==> config.mk <==
export PLATFORM = sky130hd
export DESIGN_NAME = rtr_cfg_regs
export DESIGN_NICKNAME = d
export VERILOG_FILES = /design/src/rtl/rtr_pkg.sv /design/src/rtl/rtr_cfg_regs.sv
export SDC_FILE = /design/constraint.sdc
export NUM_CORES = 1
export LEC_CHECK = 0
export ABC_CLOCK_PERIOD_IN_PS = 900
export BUFFER_PORTS_ARGS = -buffer_cell sky130_fd_sc_hd__buf_2
export CAP_MARGIN = 15
export CORE_MARGIN = 8
export CORE_UTILIZATION = 47
export CTS_BUF_LIST = sky130_fd_sc_hd__clkbuf_8
export CTS_CLUSTER_DIAMETER = 200
export CTS_CLUSTER_SIZE = 14
export DETAILED_ROUTE_END_ITERATION = 10
export PLACE_DENSITY = 0.81
export SLEW_MARGIN = 10
export SYNTH_ARGS = -nofsm -noshare
export SYNTH_HDL_FRONTEND = slang
export SYNTH_SLANG_ARGS = --single-unit
==> constraint.sdc <==
create_clock -name i_clk -period 0.9 [get_ports i_clk]
set_input_delay 0.09 -clock i_clk [delete_from_list [all_inputs] [get_ports i_clk]]
set_output_delay 0.09 -clock i_clk [all_outputs]
set_load 0.01 [all_outputs]
==> src/rtl/rtr_pkg.sv <==
// Shared types and constants for the rigid transform ray unit.
`timescale 1ns / 1ps

package rtr_pkg;

    localparam int CFG_INDEX_WIDTH = 3;

    // Configuration register map
    typedef enum logic [CFG_INDEX_WIDTH-1:0] {
        REG_MATRIX_ROW0 = 3'd0,
        REG_MATRIX_ROW1 = 3'd1,
        REG_MATRIX_ROW2 = 3'd2,
        REG_SHIFT_X     = 3'd3,
        REG_SHIFT_Y     = 3'd4,
        REG_SHIFT_Z     = 3'd5
    } t_cfg_reg;

endpackage

==> src/rtl/rtr_cfg_regs.sv <==
// Rotation matrix and translation registers with their write port.
`timescale 1ns / 1ps

module rtr_cfg_regs
    import rtr_pkg::*;
#(
    parameter int COORD_WIDTH = 32,
    parameter int COEFF_WIDTH = 18,
    parameter int DATA_WIDTH  = 54
) (
    input  logic                         i_clk,
    input  logic                         i_rst_n,
    input  logic                         i_wr_en,
    input  logic [CFG_INDEX_WIDTH-1:0]   i_wr_index,
    input  logic [DATA_WIDTH-1:0]        i_wr_data,
    output logic [3*COEFF_WIDTH-1:0]     o_row [3],
    output logic [COORD_WIDTH-1:0]       o_shift [3]
);

    localparam int ROW_WIDTH = 3 * COEFF_WIDTH;
    localparam int FRAC_C    = COEFF_WIDTH - 2;

    logic [ROW_WIDTH-1:0]   r_row [3];
    logic [COORD_WIDTH-1:0] r_shift [3];

    // Reset loads the identity matrix and a zero translation
    always_ff @(posedge i_clk) begin
        if (!i_rst_n) begin
            r_row[0]   <= ROW_WIDTH'(1) << FRAC_C;
            r_row[1]   <= ROW_WIDTH'(1) << (FRAC_C + COEFF_WIDTH);
            r_row[2]   <= ROW_WIDTH'(1) << (FRAC_C + 2 * COEFF_WIDTH);
            r_shift[0] <= '0;
            r_shift[1] <= '0;
            r_shift[2] <= '0;
        end else if (i_wr_en) begin
            case (t_cfg_reg'(i_wr_index))
                REG_MATRIX_ROW0: r_row[0]   <= i_wr_data[ROW_WIDTH-1:0];
                REG_MATRIX_ROW1: r_row[1]   <= i_wr_data[ROW_WIDTH-1:0];
                REG_MATRIX_ROW2: r_row[2]   <= i_wr_data[ROW_WIDTH-1:0];
                REG_SHIFT_X:     r_shift[0] <= i_wr_data[COORD_WIDTH-1:0];
                REG_SHIFT_Y:     r_shift[1] <= i_wr_data[COORD_WIDTH-1:0];
                REG_SHIFT_Z:     r_shift[2] <= i_wr_data[COORD_WIDTH-1:0];
                default: ;
            endcase
        end
    end

    assign o_row   = r_row;
    assign o_shift = r_shift;

endmodule

* Word-level counts from Yosys, hierarchy flattened
Cells that the tools add are included.
** Storage, ports and cells
- Input port bits :: 60
- Register bits :: 258
** Cells by class
- Eq/ne operators :: 5
- Reductions and logical operators :: 7
** Operators by type and width (number)
- 2-bit AND reduction :: 6
- 3-bit by 2-bit == test with 1-bit output (second input constant) :: 2
- 3-bit == test (second input constant) :: 2
- 3-bit by 1-bit == test with 1-bit output (second input constant) :: 1
- 3-bit logical NOT :: 1

* Longest topological paths before layout
Gate-level depths: netlist (run 1).
- Word-level depth :: 2
- Gate-level depth with buffers :: 5

* Worst setup path after synthesis (run 1)
Ideal clock, no wire load.
- Path kind :: input to register
- Start point :: input i_wr_index[0]
- End point :: register r_row, in the netlist o_row[117]
- Arrival time :: 0.865 ns
- Setup slack :: -0.037 ns
- Stages :: 4
- Cell sequence :: nor4b_4 -> buf_6 -> buf_12 -> mux2i_1
** On the way
- Word-level cells in the longest chain between the ends :: 2
** Ends and longest elaborated chain
- start: declaration :: line rtr_cfg_regs.sv:14 : input logic [CFG_INDEX_WIDTH-1:0] i_wr_index,
- 3-bit logical NOT :: line rtr_cfg_regs.sv:36 : case (t_cfg_reg'(i_wr_index))
- 2-bit AND reduction (no source line)
- end: declaration :: line rtr_cfg_regs.sv:23 : logic [ROW_WIDTH-1:0] r_row [3];
No other way between the ends.
A chain may end at the register's enable or synchronous reset.

* Worst setup path after layout (run 1)
- Start point :: register r_row, in the netlist o_row[118]
- End point :: output o_row[118] in the netlist's numbering
** RTL lines
- end: declaration :: line rtr_cfg_regs.sv:16 : output logic [3*COEFF_WIDTH-1:0] o_row [3],
No word-level cell between the ends.

==> flow_metrics.env, run 1 <==
export IMPL_outcome="finished, violations left"
export IMPL_violations="setup timing"
export IMPL_synth_compound_area_frac=0
export IMPL_rows=52
export IMPL_die_height_um=158
export IMPL_netlist_area_um2=9490
export IMPL_via_per_inst=5.28
export IMPL_synth_top_cell_area_share=0.544
export IMPL_cp_top_family="flip-flops"
export IMPL_synthToLayoutAreaGrowth_pct=60.9
export IMPL_synth_top_cells_by_count="nand2_1 (309), dfxtp_1 (258), mux2i_1 (258), clkbuf_1 (26), buf_4 (14)"
export IMPL_drive_gt1_frac=0.549
export IMPL_start_util=0.474
export IMPL_clock_sinks=258
export IMPL_rsz0062_at_grt="yes"
export IMPL_path_buf_inv=1
export IMPL_switchingPower_mw=5.25
export IMPL_grt_max_degree=36
export IMPL_yosysSeqAreaShare=0.544
export IMPL_dr_pass1_iters=5
export IMPL_synth_cell_type_count=14
export IMPL_grt_pass1_wl_mm=52.6
export IMPL_arrival_ns=1.03
export IMPL_fmax_mhz=892
export IMPL_vias=8747
export IMPL_cts_buffer_depth=3
export IMPL_wl_per_cell_um=22.2
export IMPL_grt_usage=0.270
export IMPL_port_buffers=317
export IMPL_synth_fa_ha_area_frac=0
export IMPL_clk_latency_ns=0.53
export IMPL_crit_start="o_row[118]"
export IMPL_hold_path_class="in2reg"
export IMPL_reg2reg_to="o_row[118]"
export IMPL_htree_levels=1
export IMPL_gr_total_overflow=0
export IMPL_cap_violations=0
export IMPL_synthTopCellsByArea="dfxtp_1 (54%), mux2i_1 (27%), nand2_1 (12%), buf_4 (1.1%), buf_12 (1.1%)"
export IMPL_r2r_slack_ns=-0.03
export IMPL_syn_num_nets=962
export IMPL_cp_required_ns=0.81
export IMPL_numCtsBuffers=22
export IMPL_cpPeakStageDelay_ns=0.38
export IMPL_core_area_um2=20000
export IMPL_crit_path_max_fanout=2
export IMPL_gp_congestion=0.810
export IMPL_avgSynthCellArea_um2=10.5
export IMPL_wl_mm=36.8
export IMPL_synth_most_common_cell="nand2_1"
export IMPL_switching_share=0.255
export IMPL_final_hold_viol_count=0
export IMPL_path_cells="buf_6"
export IMPL_finalClockSkew_ns=0
export IMPL_period_needed_ns=1.12
export IMPL_tightest_slew_ns=0.348
export IMPL_clockPowerShare=0.297
export IMPL_synth_area_leader_cell="dfxtp_1"
export IMPL_synthMuxAreaShare=0.272
export IMPL_synth_edff_count=0
export IMPL_grt_pass1_vias=9348
export IMPL_drc=0
export IMPL_synthCells=902
export IMPL_peakVddDrop_v=0.00115
export IMPL_finalSetupViolations=259
export IMPL_dieWidth_um=158
export IMPL_leakage_nw=7.66
export IMPL_dp_cells=1495
export IMPL_pwr_density_cell_nw_per_um2=1350
export IMPL_hp_start="i_wr_data[29]"
export IMPL_fin_crit_sh=1.25
export IMPL_finalNetCount=1445
export IMPL_path_class="reg2out"
export IMPL_dp_hpwl_mm=20.6
export IMPL_cp_start_kind="register"
export IMPL_relSlewSlack=0.767
export IMPL_synth_top_family_by_area="multiplexers"
export IMPL_cell_internal_pwr_mw=15.3
export IMPL_final_max_slew_violation_count=0
export IMPL_cts_tree="done"
export IMPL_fin_ws_ns=-0.221
export IMPL_yosys_area_share_simple=0.137
export IMPL_fin_area_um2=15300
export IMPL_yosys_most_used_dff="dfxtp_1"
export IMPL_tns_ns=-46.98
export IMPL_holdWs_ns=0.0301
export IMPL_synth_xor_area_share=0
export IMPL_drt_iter0_markers=444
export IMPL_async_flop_share=0
export IMPL_io_pins=318
export IMPL_r2r_start="o_row[118]"
export IMPL_combPwrFrac=0.123
export IMPL_cp_slowest_cell="dfxtp_2"
export IMPL_fin_cells=1657
export IMPL_finalPower_mw=20.6
export IMPL_end_kind="primary output"
export IMPL_ys_seq_elements=258
export IMPL_fp_dieArea_um2=25000
export IMPL_placed_cell_area_um2=11800
export IMPL_ys_warn_count=0
export IMPL_crit_end="o_row[118]"
export IMPL_detail_route_antenna_nets=0
export IMPL_p_seq_frac=0.579
export IMPL_antenna_found_initial=2
export IMPL_path_clk_slew_ns=0.09
export IMPL_clockRootBuffer="clkbuf_8"
export IMPL_r2r_cells=4
export IMPL_worstSetupPathDepth=1
repair_timing:
item | in CTS | in global routing
endpoints found under the hold margin | 225 | 0
buffers inserted | 22 | 62
endpoints found under the setup margin | 258 | 258
resized for setup | 530 | 2
gates cloned | 0 | 0
hold buffers | 52 | 0
how the worst min path moves through the flow:
| stage | to | slack, ns | cells past startpoint |
|---|---|---|---|
| after floorplan | o_row[52] | 0.25 | 2 |
| after global placement | o_row[52] | 0.36 | 3 |
| after detailed placement | o_row[52] | 0.38 | 3 |
| after CTS | o_shift[41] | 0.0008 | 3 |
| after global routing | o_shift[93] | 0.04 | 3 |
| final | o_shift[93] | 0.03 | 3 |
cell type report:
class	instances	area (µm²)
timing repair buffer	523	5160
clock buffer	23	317
multi-input combinational	580	3950
fill	1112	4770
antenna	2	5.00
clock inverter	1	8.76
tap	270	338
sequential	258	5490
cell usage in the layout, fill, tap and decap left out:
master	count
diode_2	2
nand4b_4	2
nand2_1	308
nand2_2	1
buf_6	258
buf_2	58
nor4b_4	1
nor2b_1	6
clkbuf_8	24
dfxtp_2	257
buf_12	22
inv_6	1
mux2i_1	258
and4bb_2	1
dlygate4sd3_1	52
dfxtp_4	1
nand4bb_4	3
buf_4	132
power groups by stage:
| stage | combinational (mW) | sequential (mW) | clock [mW] |
|---|---|---|---|
| CTS | 2.34 | 11.9 | 6.07 |
| global route | 2.66 | 11.9 | 6.64 |
| floorplan | 0.824 | 12.2 | 0 |
| detailed placement | 1.85 | 12.1 | 0 |
| finish | 2.54 | 11.9 | 6.12 |
| global placement | 1.82 | 12.1 | 0 |
kinds of logic after synthesis:
kind of cell / after synthesis
buffers and inverters: 64
DFF: 258
muxes: 258
and+or+nand+nor: 322
per-layer routing:
layer / up-vias / track usage / part of all wire
li1: 3914 / - / -
met1: 4236 / 0.281 / 0.36
met2: 461 / 0.485 / 0.50
met3: 136 / 0.0734 / 0.086
met4: 0 / 0.144 / 0.051
met5: - / 0 / 0
flip-flops by register name, summed over array words and instances, names as in the netlist:
signal	cells
o_shift	96
o_row	162
through the flow:
| stage | util | setup slack [ns] |
|---|---|---|
| 2_1_floorplan | - | -0.0371 |
| 3_3_place_gp | 0.591 | -0.247 |
| 3_5_place_dp | 0.591 | -0.294 |
| 4_1_cts | 0.738 | -0.241 |
| 5_1_grt | 0.762 | -0.252 |
| 6_report | 0.762 | -0.221 |
No activity file was read; power rests on OpenSTA's default activity.
==> run 2: changes to the inputs <==
--- a/config.mk
+++ b/config.mk
@@ -19,3 +19,4 @@
 export SYNTH_ARGS = -nofsm -noshare
 export SYNTH_HDL_FRONTEND = slang
 export SYNTH_SLANG_ARGS = --single-unit
+export TNS_END_PERCENT = 50
==> flow_metrics.env, run 2 (synthesis results as in run 1) <==
export IMPL_cts_tree="done"
export IMPL_fin_crit_sh=1.23
export IMPL_cp_required_ns=0.81
export IMPL_violations="setup timing"
export IMPL_grt_busiest_layer="met2"
export IMPL_period_needed_ns=1.11
export IMPL_hold_path_depth=4
export IMPL_numCtsBuffers=22
export IMPL_port_buffers=317
export IMPL_final_hold_viol_count=0
export IMPL_grt_usage=0.269
export IMPL_crit_path_max_fanout=2
export IMPL_core_area_um2=20000
export IMPL_htree_levels=1
export IMPL_grt_max_degree=38
export IMPL_fmax_mhz=904
export IMPL_leakage_nw=7.54
export IMPL_hold_path_class="in2reg"
export IMPL_dieWidth_um=158
export IMPL_tns_ns=-43.49
export IMPL_grt_util_met2=0.494
export IMPL_grt_pass1_wl_mm=52.2
export IMPL_relSlewSlack=0.784
export IMPL_cts_buffer_depth=3
export IMPL_gp_congestion=0.801
export IMPL_final_max_slew_violation_count=0
export IMPL_end_kind="primary output"
export IMPL_cap_violations=0
export IMPL_gr_total_overflow=0
export IMPL_drive_gt1_frac=0.541
export IMPL_dp_hpwl_mm=20.7
export IMPL_fin_util=0.754
export IMPL_wl_mm=36.0
export IMPL_r2r_start="o_row[123]"
export IMPL_path_buf_inv=1
export IMPL_final_cell_mix="nand2_1 (309), buf_6 (258), mux2i_1 (257)"
export IMPL_finalNetCount=1419
export IMPL_clock_sinks=258
export IMPL_finalClockSkew_ns=0
export IMPL_antenna_found_initial=1
export IMPL_start_util=0.474
export IMPL_hold_end="o_row[138]"
export IMPL_grt_use_met3=0.0699
export IMPL_cp_top_family="flip-flops"
export IMPL_path_class="reg2out"
export IMPL_fin_ws_ns=-0.206
export IMPL_tightest_slew_ns=0.324
export IMPL_drc=0
export IMPL_peakVddDrop_v=0.00133
export IMPL_fp_dieArea_um2=25000
export IMPL_clockRootBuffer="clkbuf_8"
export IMPL_rsz0062_at_grt="yes"
export IMPL_pwr_density_cell_nw_per_um2=1360
export IMPL_finalSetupViolations=258
export IMPL_cp_slowest_cell="dfxtp_4"
export IMPL_use_met1=0.275
export IMPL_synthToLayoutAreaGrowth_pct=59.2
export IMPL_reg2reg_to="o_row[123]"
export IMPL_drt_iter0_markers=444
export IMPL_cp_start_kind="register"
export IMPL_path_cells="buf_6"
export IMPL_clk_latency_ns=0.51
export IMPL_io_pins=318
export IMPL_outcome="finished, violations left"
export IMPL_largest_reg_flops=162
export IMPL_die_height_um=158
export IMPL_detail_route_antenna_nets=0
export IMPL_path_clk_slew_ns=0.09
export IMPL_place_ws_ns=-0.310
export IMPL_r2r_slack_ns=0
export IMPL_final_common_cell="nand2_1"
export IMPL_arrival_ns=1.02
export IMPL_holdWs_ns=0.0297
export IMPL_hp_start="i_wr_data[30]"
export IMPL_vias=8573
export IMPL_cpPeakStageDelay_ns=0.37
export IMPL_grt_pass1_vias=9351
export IMPL_wl_per_cell_um=22.1
export IMPL_r2r_cells=4
export IMPL_dr_pass1_iters=5
export IMPL_via_per_inst=5.26
export IMPL_rows=52
[run 2: cell types whose count changed in the layout (fill, tap and decap cells not counted), sizes merged]
cell | previous run | this run
buf | 470 | 444
diode | 2 | 1
dlygate4sd3 | 52 | 51
dlymetal6s4s | 0 | 1
[run 2: metal layers]
layer	part of all wire	wire, µm
met5	0	0
met4	0.052	1870
met3	0.079	2840
met2	0.52	18700
met1	0.35	12600
[run 2: report_power, final]
group	leakage, nW	switching, mW	internal (mW)
Sequential	2.21	0.216	11.7
Combinational	5.16	1.20	1.30
Clock	0.170	3.80	2.32
Total	7.54	5.22	15.3
[run 2: final cells by class]
cell class	count	area (µm²)
antenna	1	2.50
tap	270	338
multi-input combinational	580	3950
clock buffer	23	317
clock inverter	1	8.76
timing repair buffer	497	4990
fill	1165	4930
sequential	258	5500
[run 2: worst max path at each step]
| stage | startpoint | to | cells after the start |
|---|---|---|---|
| 2_1_floorplan | i_wr_index[0] | o_row[117] | 4 |
| 5_1_grt | o_row[149] | o_row[149] | 1 |
| 3_3_place_gp | i_wr_index[1] | o_row[129] | 5 |
| 4_1_cts | o_row[94] | o_row[94] | 1 |
| 3_5_place_dp | i_wr_index[1] | o_row[140] | 5 |
| 6_report | o_row[149] | o_row[149] | 1 |
[run 2: worst min-delay path, delay by kind of cell]
kind	cells	cell delay (ns)
buf+inv	2	0.28
mux	1	0.08
simple gates	1	0.06
[run 2: stage by stage]
| step | instances | power (mW) | instance area (µm²) |
|---|---|---|---|
| 2_1_floorplan | 902 | 13.0 | 9500 |
| 3_3_place_gp | 1491 | 13.9 | 11800 |
| 3_5_place_dp | 1491 | 13.9 | 11800 |
| 4_1_cts | 1588 | 20.3 | 14800 |
| 5_1_grt | 1630 | 21.2 | 15100 |
| 6_report | 1630 | 20.5 | 15100 |
[run 2: what timing repair did]
action,in CTS,in global routing
endpoints found under the setup margin,258,260
hold buffers,52,0
gates resized for setup,532,5
hold endpoints to repair,230,0
pin swaps,0,0
setup buffers,21,41
==> run 3: changes to the inputs <==
--- a/config.mk
+++ b/config.mk
@@ -6,15 +6,14 @@
 export NUM_CORES = 1
 export LEC_CHECK = 0
 export ABC_CLOCK_PERIOD_IN_PS = 900
-export BUFFER_PORTS_ARGS = -buffer_cell sky130_fd_sc_hd__buf_2
-export CAP_MARGIN = 15
 export CORE_MARGIN = 8
-export CORE_UTILIZATION = 47
+export CORE_UTILIZATION = 49
 export CTS_BUF_LIST = sky130_fd_sc_hd__clkbuf_8
 export CTS_CLUSTER_DIAMETER = 200
 export CTS_CLUSTER_SIZE = 14
 export DETAILED_ROUTE_END_ITERATION = 10
-export PLACE_DENSITY = 0.81
+export DONT_BUFFER_PORTS = 1
+export PLACE_DENSITY = 0.69
 export SLEW_MARGIN = 10
 export SYNTH_ARGS = -nofsm -noshare
 export SYNTH_HDL_FRONTEND = slang
==> flow_metrics.env, run 3 (synthesis results as in run 1) <==
export IMPL_path_cells="buf_6"
export IMPL_clockRootBuffer="clkbuf_8"
export IMPL_path_buf_inv=1
export IMPL_vias=6485
export IMPL_arrival_ns=0.98
export IMPL_num_antenna_cells=0
export IMPL_clk_latency_ns=0.51
export IMPL_end_kind="primary output"
export IMPL_wl_mm=26.0
export IMPL_wl_per_cell_um=21.1
export IMPL_crit_path_max_fanout=2
export IMPL_fin_util=0.604
export IMPL_tightest_slew_ns=0.386
export IMPL_relSlewSlack=0.743
export IMPL_multi_input_area_um2=3950
export IMPL_seq_area_um2=5790
export IMPL_grt_pass1_wl_mm=39.0
export IMPL_dp_hpwl_mm=17.4
export IMPL_placed_cell_area_um2=10100
export IMPL_gr_total_overflow=0
export IMPL_grt_max_degree=316
export IMPL_cp_start_kind="register"
export IMPL_fp_dieArea_um2=24100
export IMPL_synthToLayoutAreaGrowth_pct=22.2
export IMPL_path_clk_slew_ns=0.09
export IMPL_die_height_um=155
export IMPL_start_util=0.494
export IMPL_finalPower_mw=18.7
export IMPL_tns_ns=-24.22
export IMPL_numCtsBuffers=22
export IMPL_drive_gt1_frac=0.387
export IMPL_holdWs_ns=-0.284
export IMPL_cts_tree="done"
export IMPL_fin_crit_sh=1.19
export IMPL_grt_usage=0.202
export IMPL_dr_pass1_iters=5
export IMPL_final_hold_viol_count=231
export IMPL_htree_levels=1
export IMPL_cp_required_ns=0.81
export IMPL_peakVddDrop_v=0.00128
export IMPL_core_area_um2=19200
export IMPL_path_class="reg2out"
export IMPL_hold_path_class="in2reg"
export IMPL_cp_slowest_cell="dfxtp_2"
export IMPL_antenna_found_initial=0
export IMPL_drt_iter0_markers=247
export IMPL_final_common_cell="nand2_1"
export IMPL_pwr_density_cell_nw_per_um2=1610
export IMPL_dieWidth_um=155
export IMPL_fill_cells=1515
export IMPL_final_cell_mix="nand2_1 (309), mux2i_1 (258), dfxtp_2 (138)"
export IMPL_via_per_inst=5.25
export IMPL_port_buffers=0
export IMPL_r2r_slack_ns=0.08
export IMPL_final_max_slew_violation_count=0
export IMPL_outcome="finished, violations left"
export IMPL_cap_violations=0
export IMPL_rows=51
export IMPL_cpPeakStageDelay_ns=0.35
export IMPL_rsz0062_at_grt="yes"
export IMPL_cts_buffer_depth=3
export IMPL_io_pins=318
export IMPL_grt_pass1_vias=6540
export IMPL_leakage_nw=5.40
export IMPL_fmax_mhz=933
export IMPL_fin_area_um2=11600
export IMPL_drc=0
export IMPL_clock_sinks=258
export IMPL_finalClockSkew_ns=0
export IMPL_detail_route_antenna_nets=0
export IMPL_cp_top_family="flip-flops"
export IMPL_gp_congestion=0.769
export IMPL_fin_ws_ns=-0.172
export IMPL_finalSetupViolations=258
export IMPL_largest_reg_flops=162
export IMPL_finalNetCount=1031
export IMPL_period_needed_ns=1.07
export IMPL_violations="hold timing, setup timing"
## run 3: cell types whose count changed in the layout (fill, tap and decap cells not counted), moves of 13 or more
cell,change
buf_6,-206
dfxtp_2,-117
dfxtp_4,+117
buf_4,-80
buf_2,-58
dlygate4sd3_1,-29
buf_12,-13
## run 3: path summary, 6_finish.rpt
check                                   end  cells after the start        start
worst max-delay path             o_row[150]                      1   o_row[150]
worst min-delay path              o_row[14]                      2      i_rst_n
worst max register to register    o_row[85]                      4    o_row[85]
worst min register to register  o_shift[90]                      2  o_shift[90]
## run 3: power breakdown
part           internal [mW]  switching (mW)  total [mW]
registers               11.4           0.293        11.7
clock network           2.31            3.58        5.89
logic                  0.526           0.560        1.09
## run 3: layer usage
layer	share of wire	vias up	GRT usage	routed length (µm)
li1	-	3085	-	-
met1	0.39	3127	0.236	10300
met2	0.47	232	0.328	12300
met3	0.11	41	0.0910	2970
met4	0.021	0	0.0610	556
met5	0	-	0	0
## run 3: metrics by stage
| step | std cells | setup slack, ns |
|---|---|---|
| global route | 1236 | -0.246 |
| finish | 1236 | -0.172 |
| global placement | 1177 | -0.109 |
| CTS | 1216 | -0.229 |
| floorplan | 902 | -0.0371 |
| detailed placement | 1177 | -0.154 |
## run 3: area by class of cell
cell class	instances	share of cell area
Clock buffer	23	0.0273
Clock inverter	1	0.000755
Multi-Input combinational cell	580	0.340
Sequential cell	258	0.499
Tap cell	265	0.0286
Timing Repair Buffer	109	0.104
## run 3: repair_timing
| action | 4_1_cts | 5_1_grt |
|---|---|---|
| pin swaps | 0 | 0 |
| endpoints found under the setup margin | 258 | 258 |
| endpoints found under the hold margin | 258 | 258 |
| hold buffers | 11 | 11 |
| resized for setup | 365 | 65 |
| setup buffers | 4 | 9 |
